[src/hdl/rmbb_pkg.sv]
package rmbb_pkg;

  // sizing of the label store and the pixel grid
  localparam int LABEL_COUNT = 256;
  localparam int MAX_ROWS    = 1024;
  localparam int MAX_COLS    = 1024;

  // field widths
  localparam int LabelW = 8;
  localparam int CoordW = 10;
  localparam int CountW = 21;
  localparam int SumW   = 30;
  localparam int AddrW  = (LABEL_COUNT > 1) ? $clog2(LABEL_COUNT) : 1;

  // saturation limits
  localparam logic [CountW-1:0] COUNT_MAX = '1;
  localparam logic [SumW-1:0]   SUM_MAX   = '1;
  localparam logic [CoordW-1:0] COORD_MAX = '1;

  // centroid divider: one quotient bit per cycle
  localparam int DivSteps = CoordW;
  localparam int DivCntW  = $clog2(DivSteps);

  typedef enum logic {
    OP_ACCUM = 1'b0,
    OP_READ  = 1'b1
  } op_e;

  typedef enum logic [1:0] {
    DIV_IDLE,
    DIV_RUN,
    DIV_DONE
  } div_state_e;

  // one label's accumulated moments and box
  typedef struct packed {
    logic [CountW-1:0] count;
    logic [SumW-1:0]   row_sum;
    logic [SumW-1:0]   col_sum;
    logic [CoordW-1:0] min_row;
    logic [CoordW-1:0] max_row;
    logic [CoordW-1:0] min_col;
    logic [CoordW-1:0] max_col;
  } entry_t;

  localparam int EntryW = $bits(entry_t);

  localparam entry_t ENTRY_RESET = '{
    count:   '0,
    row_sum: '0,
    col_sum: '0,
    min_row: COORD_MAX,
    max_row: '0,
    min_col: COORD_MAX,
    max_col: '0
  };

  // readout request from the store to the divider
  typedef struct packed {
    logic   vld;
    logic   empty;
    entry_t entry;
  } rd_req_t;

  // one finished result
  typedef struct packed {
    logic [CountW-1:0] area;
    logic [CoordW-1:0] center_row;
    logic [CoordW-1:0] center_col;
    logic [CoordW-1:0] box_top;
    logic [CoordW-1:0] box_bottom;
    logic [CoordW-1:0] box_left;
    logic [CoordW-1:0] box_right;
    logic              is_empty;
  } result_t;

endpackage

[src/hdl/rmbb_div.sv]
module rmbb_div import rmbb_pkg::*; (
  input  logic    clk_i,
  input  logic    rst_ni,
  input  rd_req_t req_i,
  input  logic    take_i,
  output logic    res_valid_o,
  output logic    busy_o,
  output result_t res_o
);

  localparam logic [DivCntW-1:0] CntLast = DivCntW'(DivSteps - 1);

  div_state_e state_q;
  div_state_e state_d;

  logic [DivCntW-1:0] cnt_q;
  logic [SumW-1:0]    rem_r_q;
  logic [SumW-1:0]    rem_c_q;
  logic [SumW-1:0]    dsh_q;
  logic [CoordW-1:0]  quo_r_q;
  logic [CoordW-1:0]  quo_c_q;
  logic               empty_q;
  entry_t             ent_q;

  logic [SumW:0] diff_r;
  logic [SumW:0] diff_c;
  logic          ge_r;
  logic          ge_c;

  // one restoring step on both sums, shared divisor
  assign diff_r = {1'b0, rem_r_q} - {1'b0, dsh_q};
  assign diff_c = {1'b0, rem_c_q} - {1'b0, dsh_q};
  assign ge_r   = !diff_r[SumW];
  assign ge_c   = !diff_c[SumW];

  // state register
  always_ff @(posedge clk_i or negedge rst_ni) begin
    if (!rst_ni) begin
      state_q <= DIV_IDLE;
    end else begin
      state_q <= state_d;
    end
  end

  // next state
  always_comb begin
    state_d = state_q;
    case (state_q)
      DIV_IDLE: begin
        if (req_i.vld) begin
          state_d = req_i.empty ? DIV_DONE : DIV_RUN;
        end
      end
      DIV_RUN: begin
        if (cnt_q == CntLast) begin
          state_d = DIV_DONE;
        end
      end
      DIV_DONE: begin
        if (take_i) begin
          state_d = DIV_IDLE;
        end
      end
      default: begin
        state_d = DIV_IDLE;
      end
    endcase
  end

  // datapath: load on start, one quotient bit per run cycle
  always_ff @(posedge clk_i) begin
    if (state_q == DIV_IDLE && req_i.vld) begin
      ent_q   <= req_i.entry;
      empty_q <= req_i.empty;
      rem_r_q <= req_i.entry.row_sum;
      rem_c_q <= req_i.entry.col_sum;
      dsh_q   <= SumW'(req_i.entry.count) << (DivSteps - 1);
      quo_r_q <= '0;
      quo_c_q <= '0;
      cnt_q   <= '0;
    end else if (state_q == DIV_RUN) begin
      if (ge_r) begin
        rem_r_q <= diff_r[SumW-1:0];
      end
      if (ge_c) begin
        rem_c_q <= diff_c[SumW-1:0];
      end
      quo_r_q <= {quo_r_q[CoordW-2:0], ge_r};
      quo_c_q <= {quo_c_q[CoordW-2:0], ge_c};
      dsh_q   <= dsh_q >> 1;
      cnt_q   <= cnt_q + DivCntW'(1);
    end
  end

  assign res_valid_o = (state_q == DIV_DONE);
  assign busy_o      = (state_q != DIV_IDLE);

  // an empty region reports zeros
  always_comb begin
    if (empty_q) begin
      res_o          = '0;
      res_o.is_empty = 1'b1;
    end else begin
      res_o.area       = ent_q.count;
      res_o.center_row = quo_r_q;
      res_o.center_col = quo_c_q;
      res_o.box_top    = ent_q.min_row;
      res_o.box_bottom = ent_q.max_row;
      res_o.box_left   = ent_q.min_col;
      res_o.box_right  = ent_q.max_col;
      res_o.is_empty   = 1'b0;
    end
  end

  a_req_when_idle: assert property (@(posedge clk_i) disable iff (!rst_ni)
    req_i.vld |-> (state_q == DIV_IDLE))
    else $error("readout request while divider busy");

  a_run_count: assert property (@(posedge clk_i) disable iff (!rst_ni)
    (state_q == DIV_RUN) |-> (cnt_q <= CntLast))
    else $error("divider step count out of range");

  a_empty_skips_run: assert property (@(posedge clk_i) disable iff (!rst_ni)
    (state_q == DIV_RUN) |-> !empty_q)
    else $error("divider running on an empty region");

endmodule

[config.mk]
export PLATFORM = sky130hd
export DESIGN_NAME = rmbb_div
export DESIGN_NICKNAME = d
export VERILOG_FILES = /design/src/hdl/rmbb_pkg.sv /design/src/hdl/rmbb_div.sv
export SDC_FILE = /design/constraint.sdc
export NUM_CORES = 1
export LEC_CHECK = 0
export BUFFER_PORTS_ARGS = -buffer_cell sky130_fd_sc_hd__buf_2
export CORE_AREA = 2 2 209 211
export DETAILED_ROUTE_END_ITERATION = 16
export DIE_AREA = 0 0 211 213
export PLACE_DENSITY_LB_ADDON = 0.15
export SYNTH_ARGS = -nofsm -noshare
export SYNTH_HDL_FRONTEND = slang
export SYNTH_SLANG_ARGS = --single-unit
[constraint.sdc]
create_clock -name clk_i -period 7.6 [get_ports clk_i]
set_input_delay 0.38 -clock clk_i [delete_from_list [all_inputs] [get_ports clk_i]]
set_output_delay 0.38 -clock clk_i [all_outputs]
set_load 0.01 [all_outputs]
==> flow_summary.toml <==
[final_layout]
layout.nets = 1490
fill_cells = 4519
area_growth_pct = 20.99
drive_above_1_share = 0.2026
multi_input_area_sq_um = 5175
final_area_sq_um = 12760
seq_area_sq_um = 5005

[floorplan]
fp.dieW_um = 211
die-area_sq_um = 44940
fp.dieH_um = 213
coreArea_sq_um = 42700
io_pins = 210
num_rows = 76
start_util = 0.2471

[global_route]
grt_overflow = 0
grt.total_usage = 0.1498
antenna_found_initial = 5
grt_pass1_vias = 8682
grt_pass1_wl_um = 50280
grt_max_degree = 104

[place]
place_area_sq_um = 12140
gp_congestion = 0.8309
dp_slack_ns = 3.644
dp_hpwl_um = 24350
port_buffers = 209

[yosys]
synth_ff_type = "edfxtp_1"
yosysSeqAreaShare = 0.4744
yosysWarnings = 0
synth_cell_types = 67
synth_edf_count = 143
synth_area_sq_um = 10550
ys_seq_elements = 178
async_flop_share = 0.01124
postSynthCellCount = 1120
avgSynthCellArea_sq_um = 9.420
synth_nets = 1310

[worst_setup_path]
end_kind = "register"
startpoint_type = "register"
crit_fanout = 16
critPathArrivalTime_ns = 4.08
cp.required_ns = 7.77
critPathKind = "register to register"

[clocking]
clkTransAtPathRegs_ns = 0.07
cts_buffers = 17
clockBufferDepth = 2
insertion_delay_ns = 0.48
cts_hold_buf = 1
cts_tree = "done"
cts-root-buf = "clkbuf_16"
clkSinkCount = 178
htreeDepth = 4
cts_setup_buffers = 0
ctsResizeCount = 0

[route]
drt-total-wl_um = 33100
first_pass_iters = 5
drt_iter0_drc = 597
num_vias = 8878
wl_per_cell_um = 17.79
drt.antenna.violating_nets = 0
drc = 0
vias_per_cell = 4.771

[timing]
final.setup.tns_ns = 0
whs_ns = 0.07107
fmax_mhz = 255.8
finalCritPeriodShare = 0.5144
setup_viol = 0
rsz0062_at_grt = "no"
worst_pin_slew_ns = 1.074
hold_viol = 0
worst_slack_ns = 3.690
final_max_slew_viol_count = 0
max_slew_margin = 0.2825
fin_crit_ns = 3.910
fin_skew_ns = 0.009186

[status]
status = "finished, final reports clean"

[pwr]
p_leak_uw = 0.005105
vdd_ir_drop_max_uv = 189.8
power_density_nw_per_um2 = 550.0

[run]
cap_violations = 0

[hold_path]
min_path_type = "input port to register"
final timing paths:
path | startpoint | to | slack (ns) | depth (start not counted)
min | req_i[22] | ent_q[22] | 0.07 | 1
max in group asynchronous | rst_ni | state_q[0] | 7.29 | 2
min in group asynchronous | rst_ni | state_q[1] | 0.22 | 2
min reg2reg | quo_r_q[9] | quo_r_q[9] | 0.46 | 2
max | rem_c_q[0] | rem_c_q[1] | 3.69 | 11
max reg2reg | rem_c_q[0] | rem_c_q[1] | 3.69 | 11
sequential cells by signal, indices dropped and copies added (netlist names):
| register | flops |
|---|---|
| ent_q | 61 |
| dsh_q | 30 |
| rem_c_q | 30 |
| rem_r_q | 30 |
| quo_c_q | 10 |
| quo_r_q | 10 |
| cnt_q | 4 |
| state_q | 2 |
| empty_q | 1 |
cells in the mapped netlist, types with 3 or more instances:
library cell,number,area (sq um)
a21boi_0,3,22.52
a21oi_1,122,610.6
and2_1,7,43.79
nor3b_1,7,52.55
xnor2_1,18,157.7
buf_2,6,30.03
nor4b_1,4,35.03
inv_1,46,172.7
and3_1,5,31.28
clkbuf_1,41,153.9
nand4_1,15,93.84
xor2_1,20,175.2
o22ai_1,5,31.28
nand2b_1,10,62.56
nor2b_1,94,588.1
o21ai_0,74,370.4
buf_1,8,30.03
nand3b_1,3,22.52
nand3_1,15,75.07
or4_1,3,22.52
dfxtp_1,33,660.6
o211ai_1,6,45.04
a211oi_1,12,90.09
o31a_1,3,26.28
o31ai_1,6,45.04
a211o_1,3,26.28
ha_1,62,775.7
nand2_1,159,596.8
nor2_1,79,296.5
mux2i_1,3,30.03
a21o_1,23,172.7
edfxtp_1,143,4294
o311ai_1,3,26.28
and4_1,5,43.79
o21bai_1,5,37.54
nor3_1,11,55.05
o21a_1,10,75.07
o21ai_1,9,45.04
placed cells by master (no fill, tap or decap), types with 4 or more instances in the layout:
cell type,count
buf_2,209
nand2_1,158
edfxtp_1,143
a21oi_1,122
nor2b_1,93
nor2_1,79
o21ai_0,74
ha_1,62
inv_1,45
dfxtp_1,33
a21o_1,23
xor2_1,20
xnor2_1,18
clkbuf_16,17
nand3_1,15
nand4_1,15
a211oi_1,12
nor3_1,11
o21a_1,10
nand2b_1,9
o21ai_1,8
nor3b_1,7
and2_1,7
buf_4,7
o211ai_1,6
o31ai_1,6
inv_6,6
o22ai_1,5
o21bai_1,5
and4_1,5
and3_1,5
nor4b_1,4
inv_8,4
worst max-delay path, stage by stage (launching register included):
cell and delay, ns:
edfxtp_1 0.33, inv_1 0.04, ha_1 0.21, fa_1 0.41, nor2b_1 0.18, o2111ai_1 0.19, nand2_1 0.21, a31oi_1 0.16
a211oi_2 0.37, a41oi_1 0.21, o21ai_2 0.88, buf_4 0.40
cell type report:
class                      instances  area share
antenna                            2   0.0003921
clock buffer                      17     0.03333
clock inverter                    15     0.01451
inverter                          46     0.01392
multi-input combinational        840      0.4054
sequential                       178      0.3921
tap                              546     0.05352
timing repair buffer             217     0.08685
logic make-up after synthesis:
family	after synthesis	share of synthesized area
XOR/XNOR	38	0.03155
buffers and inverters	102	0.03736
flip-flops	178	0.4744
adder cells (fa/ha/maj)	64	0.07732
AND/OR/NAND/NOR	422	0.1953
multiplexers	3	0.002846
AO/OA/AOI/OAI	313	0.1812
power by group:
group	switching [uW]	internal [uW]
registers	137	1690
clock network	462	500
logic	2660	1570
routing by layer:
| layer | share of wire | wire [um] | up-vias | global-route usage |
|---|---|---|---|---|
| met4 | 0.025 | 811 | 6 | 0.06314 |
| met3 | 0.058 | 1928 | 45 | 0.04030 |
| met5 | 0.0013 | 43 | - | 0 |
| met1 | 0.47 | 15560 | 4188 | 0.1960 |
| met2 | 0.45 | 14760 | 254 | 0.2331 |
| li1 | - | - | 4385 | - |
per-stage QoR:
| step | cells | total power (uW) | util |
|---|---|---|---|
| finish | 1861 | 7021 | 0.2990 |
| global route | 1860 | 7696 | 0.2989 |
| detailed placement | 1826 | 6088 | 0.2843 |
| global placement | 1826 | 6096 | 0.2843 |
| CTS | 1859 | 7106 | 0.2989 |
| floorplan | 1120 | 4946 | - |
(Power assumes the default switching activity.)
